**src/rtl/lcsb_pkg.sv**
```systemverilog
// Package: state and error codes, result word type and backoff table for the link supervisor.
`timescale 1ns / 1ps

package lcsb_pkg;

	localparam int unsigned BACKOFF_STEPS = 7;

	localparam logic [1:0] MODE_POLL    = 2'd0;
	localparam logic [1:0] MODE_CONNECT = 2'd1;
	localparam logic [1:0] MODE_STOP    = 2'd2;

	localparam logic [1:0] LS_CONNECTED = 2'd0;
	localparam logic [1:0] LS_FAIL      = 2'd1;
	localparam logic [1:0] LS_NO_NET    = 2'd2;

	localparam logic [2:0] ST_IDLE       = 3'd0;
	localparam logic [2:0] ST_CONNECTING = 3'd1;
	localparam logic [2:0] ST_CONNECTED  = 3'd2;
	localparam logic [2:0] ST_RETRY      = 3'd3;
	localparam logic [2:0] ST_FAILED     = 3'd4;

	localparam logic [2:0] ERR_NONE    = 3'd0;
	localparam logic [2:0] ERR_LOST    = 3'd1;
	localparam logic [2:0] ERR_CONNECT = 3'd2;
	localparam logic [2:0] ERR_TIMEOUT = 3'd3;
	localparam logic [2:0] ERR_REFUSED = 3'd4;

	localparam logic REG_TIMEOUT      = 1'b0;
	localparam logic REG_MAX_ATTEMPTS = 1'b1;

	localparam logic [8:0] JITTER_WRAP = 9'd501;

	typedef struct packed {
		logic [1:0]  mode;
		logic [31:0] now_ms;
		logic [1:0]  link_status;
		logic        addr_assigned;
		logic        begin_failed;
		logic [8:0]  jitter_ms;
		logic        finite_mode;
	} item_t;

	typedef struct packed {
		logic [2:0]  link_state;
		logic [7:0]  attempt_count;
		logic [2:0]  error_code;
		logic        start_request;
		logic        drop_request;
		logic [15:0] retry_delay_ms;
		logic        is_up;
	} result_t;

	function automatic logic [15:0] backoff_base(input logic [3:0] idx);
		logic [15:0] val;
		case (idx)
			4'd0:    val = 16'd1000;
			4'd1:    val = 16'd2000;
			4'd2:    val = 16'd4000;
			4'd3:    val = 16'd8000;
			4'd4:    val = 16'd16000;
			4'd5:    val = 16'd30000;
			default: val = 16'd60000;
		endcase
		return val;
	endfunction

endpackage

```
**src/rtl/link_connect_supervisor_backoff.sv**
```systemverilog
// Top level: link connection supervisor with exponential backoff, timeouts and jitter.
//
//  Channel | Handshake                  | Payload
//  --------+----------------------------+-------------------------------------------------
//  in      | in_valid / in_stall        | mode, now_ms, link_status, addr_assigned,
//          |                            | begin_failed, jitter_ms, finite_mode
//  out     | out_valid / out_stall      | link_state, attempt_count, error_code,
//          |                            | start_request, drop_request, retry_delay_ms, is_up
//  cfg     | cfg_valid / cfg_ready      | cfg_index, cfg_data
//
// A word is captured in the input register, then the state update and the result are
// computed in one pass and registered in the result register.
// One word is accepted every cycle while the output side keeps up.
// Reset clears the state machine, the attempt counter, the deadlines and both valids,
// and loads the register defaults. A stall on the output holds the result register and
// the input register; the input stalls only when both are full.
`timescale 1ns / 1ps

module link_connect_supervisor_backoff import lcsb_pkg::*; (
	input  logic        clk,
	input  logic        arst_n,

	input  logic        in_valid,
	output logic        in_stall,
	input  logic [1:0]  mode,
	input  logic [31:0] now_ms,
	input  logic [1:0]  link_status,
	input  logic        addr_assigned,
	input  logic        begin_failed,
	input  logic [8:0]  jitter_ms,
	input  logic        finite_mode,

	output logic        out_valid,
	input  logic        out_stall,
	output logic [2:0]  link_state,
	output logic [7:0]  attempt_count,
	output logic [2:0]  error_code,
	output logic        start_request,
	output logic        drop_request,
	output logic [15:0] retry_delay_ms,
	output logic        is_up,

	input  logic        cfg_valid,
	output logic        cfg_ready,
	input  logic        cfg_index,
	input  logic [31:0] cfg_data
);

	logic [31:0] timeout_q;
	logic [7:0]  max_att_q;

	logic [2:0]  fsm_q, fsm_n;
	logic [7:0]  att_q, att_n;
	logic [31:0] start_time_q, start_time_n;
	logic [31:0] next_time_q, next_time_n;
	logic        fin_q, fin_n;
	logic [2:0]  err_q, err_n;

	item_t       item_s1;
	logic        valid_s1;
	result_t     res_q, res_n;
	logic        out_valid_q;
	logic        advance;

	logic        do_retry;
	logic [2:0]  retry_reason;
	logic [7:0]  bidx_wide;
	logic [3:0]  bidx;
	logic [8:0]  jit_adj;
	logic [15:0] delay;
	logic [31:0] elapsed;
	logic [31:0] until_next;

	assign cfg_ready = 1'b1;

	// The result register frees up when empty or when its word is taken this cycle.
	assign advance  = valid_s1 && (!out_valid_q || !out_stall);
	assign in_stall = valid_s1 && !advance;

	always_ff @(posedge clk or negedge arst_n) begin
		if (!arst_n) begin
			timeout_q <= 32'd10000;
			max_att_q <= 8'd2;
		end else if (cfg_valid) begin
			if (cfg_index == REG_TIMEOUT) begin
				timeout_q <= cfg_data;
			end else begin
				max_att_q <= cfg_data[7:0];
			end
		end
	end

	always_ff @(posedge clk or negedge arst_n) begin
		if (!arst_n) begin
			valid_s1 <= 1'b0;
		end else if (!in_stall) begin
			valid_s1 <= in_valid;
		end
	end

	always_ff @(posedge clk) begin
		if (in_valid && !in_stall) begin
			item_s1 <= '{mode: mode, now_ms: now_ms, link_status: link_status,
				addr_assigned: addr_assigned, begin_failed: begin_failed,
				jitter_ms: jitter_ms, finite_mode: finite_mode};
		end
	end

	assign elapsed    = item_s1.now_ms - start_time_q;
	assign until_next = item_s1.now_ms - next_time_q;

	always_comb begin
		fsm_n        = fsm_q;
		att_n        = att_q;
		start_time_n = start_time_q;
		next_time_n  = next_time_q;
		fin_n        = fin_q;
		err_n        = err_q;
		do_retry     = 1'b0;
		retry_reason = ERR_NONE;
		res_n        = '0;

		case (item_s1.mode)
			MODE_CONNECT: begin
				fin_n             = item_s1.finite_mode;
				att_n             = 8'd1;
				err_n             = ERR_NONE;
				res_n.drop_request = 1'b1;
				fsm_n             = ST_CONNECTING;
				start_time_n      = item_s1.now_ms;
				res_n.start_request = 1'b1;
				if (item_s1.begin_failed) begin
					do_retry     = 1'b1;
					retry_reason = ERR_REFUSED;
				end
			end
			MODE_STOP: begin
				res_n.drop_request = 1'b1;
				fsm_n             = ST_IDLE;
				att_n             = 8'd0;
			end
			MODE_POLL: begin
				if (fsm_q == ST_CONNECTED) begin
					if (item_s1.link_status != LS_CONNECTED) begin
						do_retry     = 1'b1;
						retry_reason = ERR_LOST;
					end
				end else if (fsm_q == ST_CONNECTING) begin
					if (item_s1.link_status == LS_CONNECTED && item_s1.addr_assigned) begin
						fsm_n = ST_CONNECTED;
						err_n = ERR_NONE;
					end else if (item_s1.link_status inside {LS_FAIL, LS_NO_NET}) begin
						do_retry     = 1'b1;
						retry_reason = ERR_CONNECT;
					end else if (elapsed >= timeout_q) begin
						do_retry     = 1'b1;
						retry_reason = ERR_TIMEOUT;
					end
				end else if (fsm_q == ST_RETRY) begin
					// Deadline reached when the wrapped difference is not negative.
					if (!until_next[31]) begin
						if (att_q != 8'hFF) begin
							att_n = att_q + 8'd1;
						end
						fsm_n               = ST_CONNECTING;
						start_time_n        = item_s1.now_ms;
						res_n.start_request = 1'b1;
						if (item_s1.begin_failed) begin
							do_retry     = 1'b1;
							retry_reason = ERR_REFUSED;
						end
					end
				end
			end
			default: begin
			end
		endcase

		// The backoff step follows the attempt count after any start on this word.
		bidx_wide = (att_n == 8'd0) ? 8'd0 : att_n - 8'd1;
		if (bidx_wide > 8'(BACKOFF_STEPS - 1)) begin
			bidx_wide = 8'(BACKOFF_STEPS - 1);
		end
		bidx    = bidx_wide[3:0];
		jit_adj = (item_s1.jitter_ms > 9'd500) ? item_s1.jitter_ms - JITTER_WRAP
			: item_s1.jitter_ms;
		delay   = backoff_base(bidx) + {7'd0, jit_adj};

		if (do_retry) begin
			err_n              = retry_reason;
			res_n.drop_request = 1'b1;
			if (fin_n && att_n >= max_att_q) begin
				fsm_n = ST_FAILED;
			end else begin
				next_time_n          = item_s1.now_ms + {16'd0, delay};
				fsm_n                = ST_RETRY;
				res_n.retry_delay_ms = delay;
			end
		end

		res_n.link_state    = fsm_n;
		res_n.attempt_count = att_n;
		res_n.error_code    = err_n;
		res_n.is_up         = (fsm_n == ST_CONNECTED) && (item_s1.link_status == LS_CONNECTED);
	end

	always_ff @(posedge clk or negedge arst_n) begin
		if (!arst_n) begin
			fsm_q        <= ST_IDLE;
			att_q        <= 8'd0;
			start_time_q <= 32'd0;
			next_time_q  <= 32'd0;
			fin_q        <= 1'b0;
			err_q        <= ERR_NONE;
		end else if (advance) begin
			fsm_q        <= fsm_n;
			att_q        <= att_n;
			start_time_q <= start_time_n;
			next_time_q  <= next_time_n;
			fin_q        <= fin_n;
			err_q        <= err_n;
		end
	end

	always_ff @(posedge clk or negedge arst_n) begin
		if (!arst_n) begin
			out_valid_q <= 1'b0;
		end else if (advance) begin
			out_valid_q <= 1'b1;
		end else if (!out_stall) begin
			out_valid_q <= 1'b0;
		end
	end

	always_ff @(posedge clk) begin
		if (advance) begin
			res_q <= res_n;
		end
	end

	assign out_valid      = out_valid_q;
	assign link_state     = res_q.link_state;
	assign attempt_count  = res_q.attempt_count;
	assign error_code     = res_q.error_code;
	assign start_request  = res_q.start_request;
	assign drop_request   = res_q.drop_request;
	assign retry_delay_ms = res_q.retry_delay_ms;
	assign is_up          = res_q.is_up;

endmodule
```
**config.mk**
```make
export PLATFORM = sky130hd
export DESIGN_NAME = link_connect_supervisor_backoff
export DESIGN_NICKNAME = d
export VERILOG_FILES = /design/src/rtl/lcsb_pkg.sv /design/src/rtl/link_connect_supervisor_backoff.sv
export SDC_FILE = /design/constraint.sdc
export NUM_CORES = 1
export LEC_CHECK = 0
export ABC_AREA = 0
export ABC_CLOCK_PERIOD_IN_PS = 16000
export BUFFER_PORTS_ARGS = -buffer_cell sky130_fd_sc_hd__buf_2
export CAP_MARGIN = 10
export CORE_AREA = 2 2 164 166
export DETAILED_ROUTE_END_ITERATION = 12
export DIE_AREA = 0 0 166 168
export PLACE_DENSITY = 0.67
export SKIP_LAST_GASP = 1
export SLEW_MARGIN = 20
export SYNTH_ARGS = -nofsm -noshare
export SYNTH_HDL_FRONTEND = slang
export SYNTH_SLANG_ARGS = --single-unit
export TNS_END_PERCENT = 50
```
**constraint.sdc**
```tcl
create_clock -name clk -period 16 [get_ports clk]
set_input_delay 3.2 -clock clk [delete_from_list [all_inputs] [get_ports clk]]
set_output_delay 3.2 -clock clk [all_outputs]
set_load 0.005 [all_outputs]
```
==> impl_metrics.csv <==
group,metric,value,unit
global_route,grt_pass1_vias,9359,
sta,relSlewSlack,31.7,%
floorplanning,die_w,166,um
global_route,overflow,0,
critical_path,reg2reg_from,"item_s1[36]$_DFFE_PP_",
synthesis,synth_compound_area_share,14.9,%
detailed_routing,routedWlPerCell,16.7,um
clocking,tritoncts,"yes",
floorplanning,fp.dieArea,0.0279,sq mm
sta,period_needed,10000,ps
clocking,h-tree-depth,1,
critical_path,endpoint,"next_time_q[31]$_DFFE_PN0P_",
sta,max_freq,100,MHz
synthesis,async_flop_share,59.9,%
critical_path,arrival,10420,ps
critical_path,critPathKind,"flip-flop to flip-flop",
clocking,cts_hold_buf,0,
detailed_routing,dr.pass1.iters,7,
cells_and_area,nets,1622,
synthesis,synth-xor-area-share,5.40,%
detailed_routing,drt_wl_total,29.4,mm
sta,rsz0062_at_grt,"false",
power_and_ir_drop,power,2180,uW
synthesis,synth.distinct_cells,78,
floorplanning,initial_core_util,48.0,%
sta,finalHoldViolCount,0,
synthesis,synth_top_area_cell,"dfrtp_1",
sta,fin_skew,16.4,ps
sta,tns,0,ps
critical_path,start_kind,"flip-flop",
floorplanning,ios,122,
critical_path,timing.critical_path.mode_cell,"ha_1",
run_status,status,"completed",
cells_and_area,drive_above_1_share,16.0,%
clocking,cts_made_buffers,24,
critical_path,crit_start,"item_s1[36]$_DFFE_PP_",
detailed_routing,vias,9581,
power_and_ir_drop,max-vdd-ir-drop,0.100,mV
global_route,antenna_found_initial,0,
synthesis,synth_top_area_share,22.8,%
clocking,root_buffer,"clkbuf_16",
floorplanning,std_cell_rows,60,
critical_path,slowest_stage,"a21oi_1",
clocking,clockBufferDepth,3,
detailed_routing,routed_via_density,5.44,
power_and_ir_drop,leakage,0.00663,uW
synthesis,ys.warnings.count,0,
global_route,track_usage,21.2,%
cells_and_area,n_antenna_cell,0,
detailed_routing,drtIter0Drc,677,
synthesis,synth-simple-area-share,13.9,%
synthesis,synth_top_family_by_area,"compound AO/OA/AOI/OAI gates",
critical_path,crit_path_end_kind,"flip-flop",
clocking,clkTransAtPathRegs,60,ps
floorplanning,core,0.0264,sq mm
synthesis,avgSynthCellArea,9.94,sq um
place,dp_cells,1717,
critical_path,reg2reg_slack,6000,ps
worst_hold_path,hp-class,"flip-flop to flip-flop",
clocking,cts_resized,0,
job,max_cap_violations,0,
cells_and_area,fin_util,55.0,%
synthesis,syn_inst,1272,
synthesis,synth.top_cells.by_area,"dfrtp_1 23%, edfxtp_1 19%, ha_1 13%",
critical_path,r2r-end,"next_time_q[31]$_DFFE_PN0P_",
floorplanning,fp.dieH,168,um
place,io_buffers,120,
synthesis,ys_seq_area_share,43.2,%
synthesis,yosys.area_share.adder,13.4,%
sta,fin_crit_sh,62.5,%
sta,worst_pin_slew,1010,ps
power_and_ir_drop,pwr_density_cell,151,mW/mm^2
global_route,grt_pass1_wl,48.2,mm
synthesis,ys_ff_latch,202,
cells_and_area,fillers,2308,
detailed_routing,ant_nets,0,
critical_path,critPathMaxStageDelay,660,ps
clocking,cts_setup_buffers,0,
synthesis,syn_area,0.0126,sq mm
detailed_routing,drc,0,
cells_and_area,fin_cells,1761,
synthesis,synth_nets,1492,
synthesis,synth_flop_cell,"dfrtp_1",
critical_path,cp.required,16410,ps
global_route,grt_start_max_net_pins,64,
clocking,cts.sinks,202,
place,place_congestion,0.928,
sta,slew_violations,0,
critical_path,cp_max_fo,15,
clocking,clkLatencyLatePin,520,ps
sta,finalSetupViolCount,0,
synthesis,synth_edf_count,81,
synthesis,yosys-mux-area-fraction,4.15,%
place,post-dp-hpwl,22.1,mm
cells_and_area,area_growth_syn_to_layout,14.6,%
critical_path,ff2ff_path_depth,36,
Yosys cell counts, drive strengths merged (7+ instances only):
library cell	instances
or2	7
edfxtp	81
xor2	19
inv	137
nand2b	21
nand4	17
o21a	8
clkbuf	23
mux2i	31
nand2	133
o21bai	10
a21o	38
xnor2	59
nor4	7
a31oi	9
nor2b	26
dfrtp	115
nand3	28
nor2	48
ha	131
o21ai	106
and2	19
nor3	16
a21oi	62
mux2	19
kinds of logic (layout without fill, tap and decap cells):
| group | Yosys count | after routing |
|---|---|---|
| simple gates | 352 | 352 |
| compound gates | 290 | 290 |
| flops | 202 | 202 |
| buf+inv | 165 | 313 |
| fa+ha+maj | 134 | 134 |
| xor+xnor | 78 | 78 |
| mux | 50 | 50 |
| other cells | 1 | 1 |
how the worst min path moves through the flow:
stage | from | to | slack [ps] | cells past startpoint
global placement | valid_s1$_DFFE_PN0N_ | out_valid$_DFFE_PN0P_ | 470 | 1
floorplan | valid_s1$_DFFE_PN0N_ | out_valid$_DFFE_PN0P_ | 460 | 1
CTS | valid_s1$_DFFE_PN0N_ | out_valid$_DFFE_PN0P_ | 490 | 1
finish | valid_s1$_DFFE_PN0N_ | out_valid$_DFFE_PN0P_ | 490 | 1
global route | next_time_q[11]$_DFFE_PN0P_ | next_time_q[11]$_DFFE_PN0P_ | 510 | 1
detailed placement | valid_s1$_DFFE_PN0N_ | out_valid$_DFFE_PN0P_ | 480 | 1
flip-flops by register name, indices dropped and copies added, names as in the netlist:
| signal | count |
|---|---|
| start_request | 1 |
| drop_request | 1 |
| attempt_count | 8 |
| max_att_q | 8 |
| link_state | 3 |
| att_q | 8 |
| item_s1 | 48 |
| fin_q | 1 |
| out_valid | 1 |
| start_time_q | 32 |
| is_up | 1 |
| err_q | 3 |
| fsm_q | 3 |
| timeout_q | 32 |
| next_time_q | 32 |
| valid_s1 | 1 |
| error_code | 3 |
| retry_delay_ms | 16 |
report_power, final:
| part | internal (uW) | switching, uW | total (uW) | leakage (uW) |
|---|---|---|---|---|
| Sequential | 656 | 44.9 | 701 | 0.00224 |
| Combinational | 400 | 532 | 931 | 0.00399 |
| Clock | 334 | 218 | 553 | 0.000396 |
area by class of cell:
cell class	instances	area [sq um]	share of cell area (%)
clock inverters	9	73.8	0.509
multi-input cells	905	6580	45.4
clock buffers	35	736	5.08
repair buffers	132	693	4.78
inverters	137	514	3.55
well taps	341	427	2.94
flip-flops and latches	202	5470	37.7
layer usage:
metal	global-route usage [%]	part of all wire [%]
met1	30.1	47
met2	34.5	46
met3	3.31	5.1
met4	4.80	1.6
met5	0	0
through the flow:
stage                     setup WS [ps]  area (sq um)  hold slack (ps)
after global placement             6240         13700              473
final                              6000         14500              487
after CTS                          6010         14500              494
after detailed placement           6070         13700              482
after floorplan                    6940         12600              457
after global routing               5370         14500              511
worst max-delay path: cells and delay by family (launching register included):
| kind | cells | cell delay, ps |
|---|---|---|
| simple gates | 13 | 3680 |
| compound gates | 13 | 3130 |
| fa+ha+maj | 4 | 1150 |
| mux | 3 | 930 |
| flops | 1 | 470 |
| buf+inv | 2 | 330 |
| xor+xnor | 1 | 180 |
placed cells by master, fill, tap and decap left out, types with 8 or more instances in the layout:
master       n
inv_1      135
nand2_1    133
ha_1       131
buf_2      119
dfrtp_1    115
o21ai_0    106
edfxtp_1    81
a21oi_1     59
xnor2_1     59
nor2_1      46
a21o_1      38
mux2i_1     31
nand3_1     27
clkbuf_16   27
nor2b_1     24
nand2b_1    21
xor2_1      19
and2_1      18
nand4_1     17
mux2_2      17
nor3_1      16
buf_4       13
o21bai_1    10
a31oi_1      8
o21a_1       8
(Power assumes the default switching activity.)
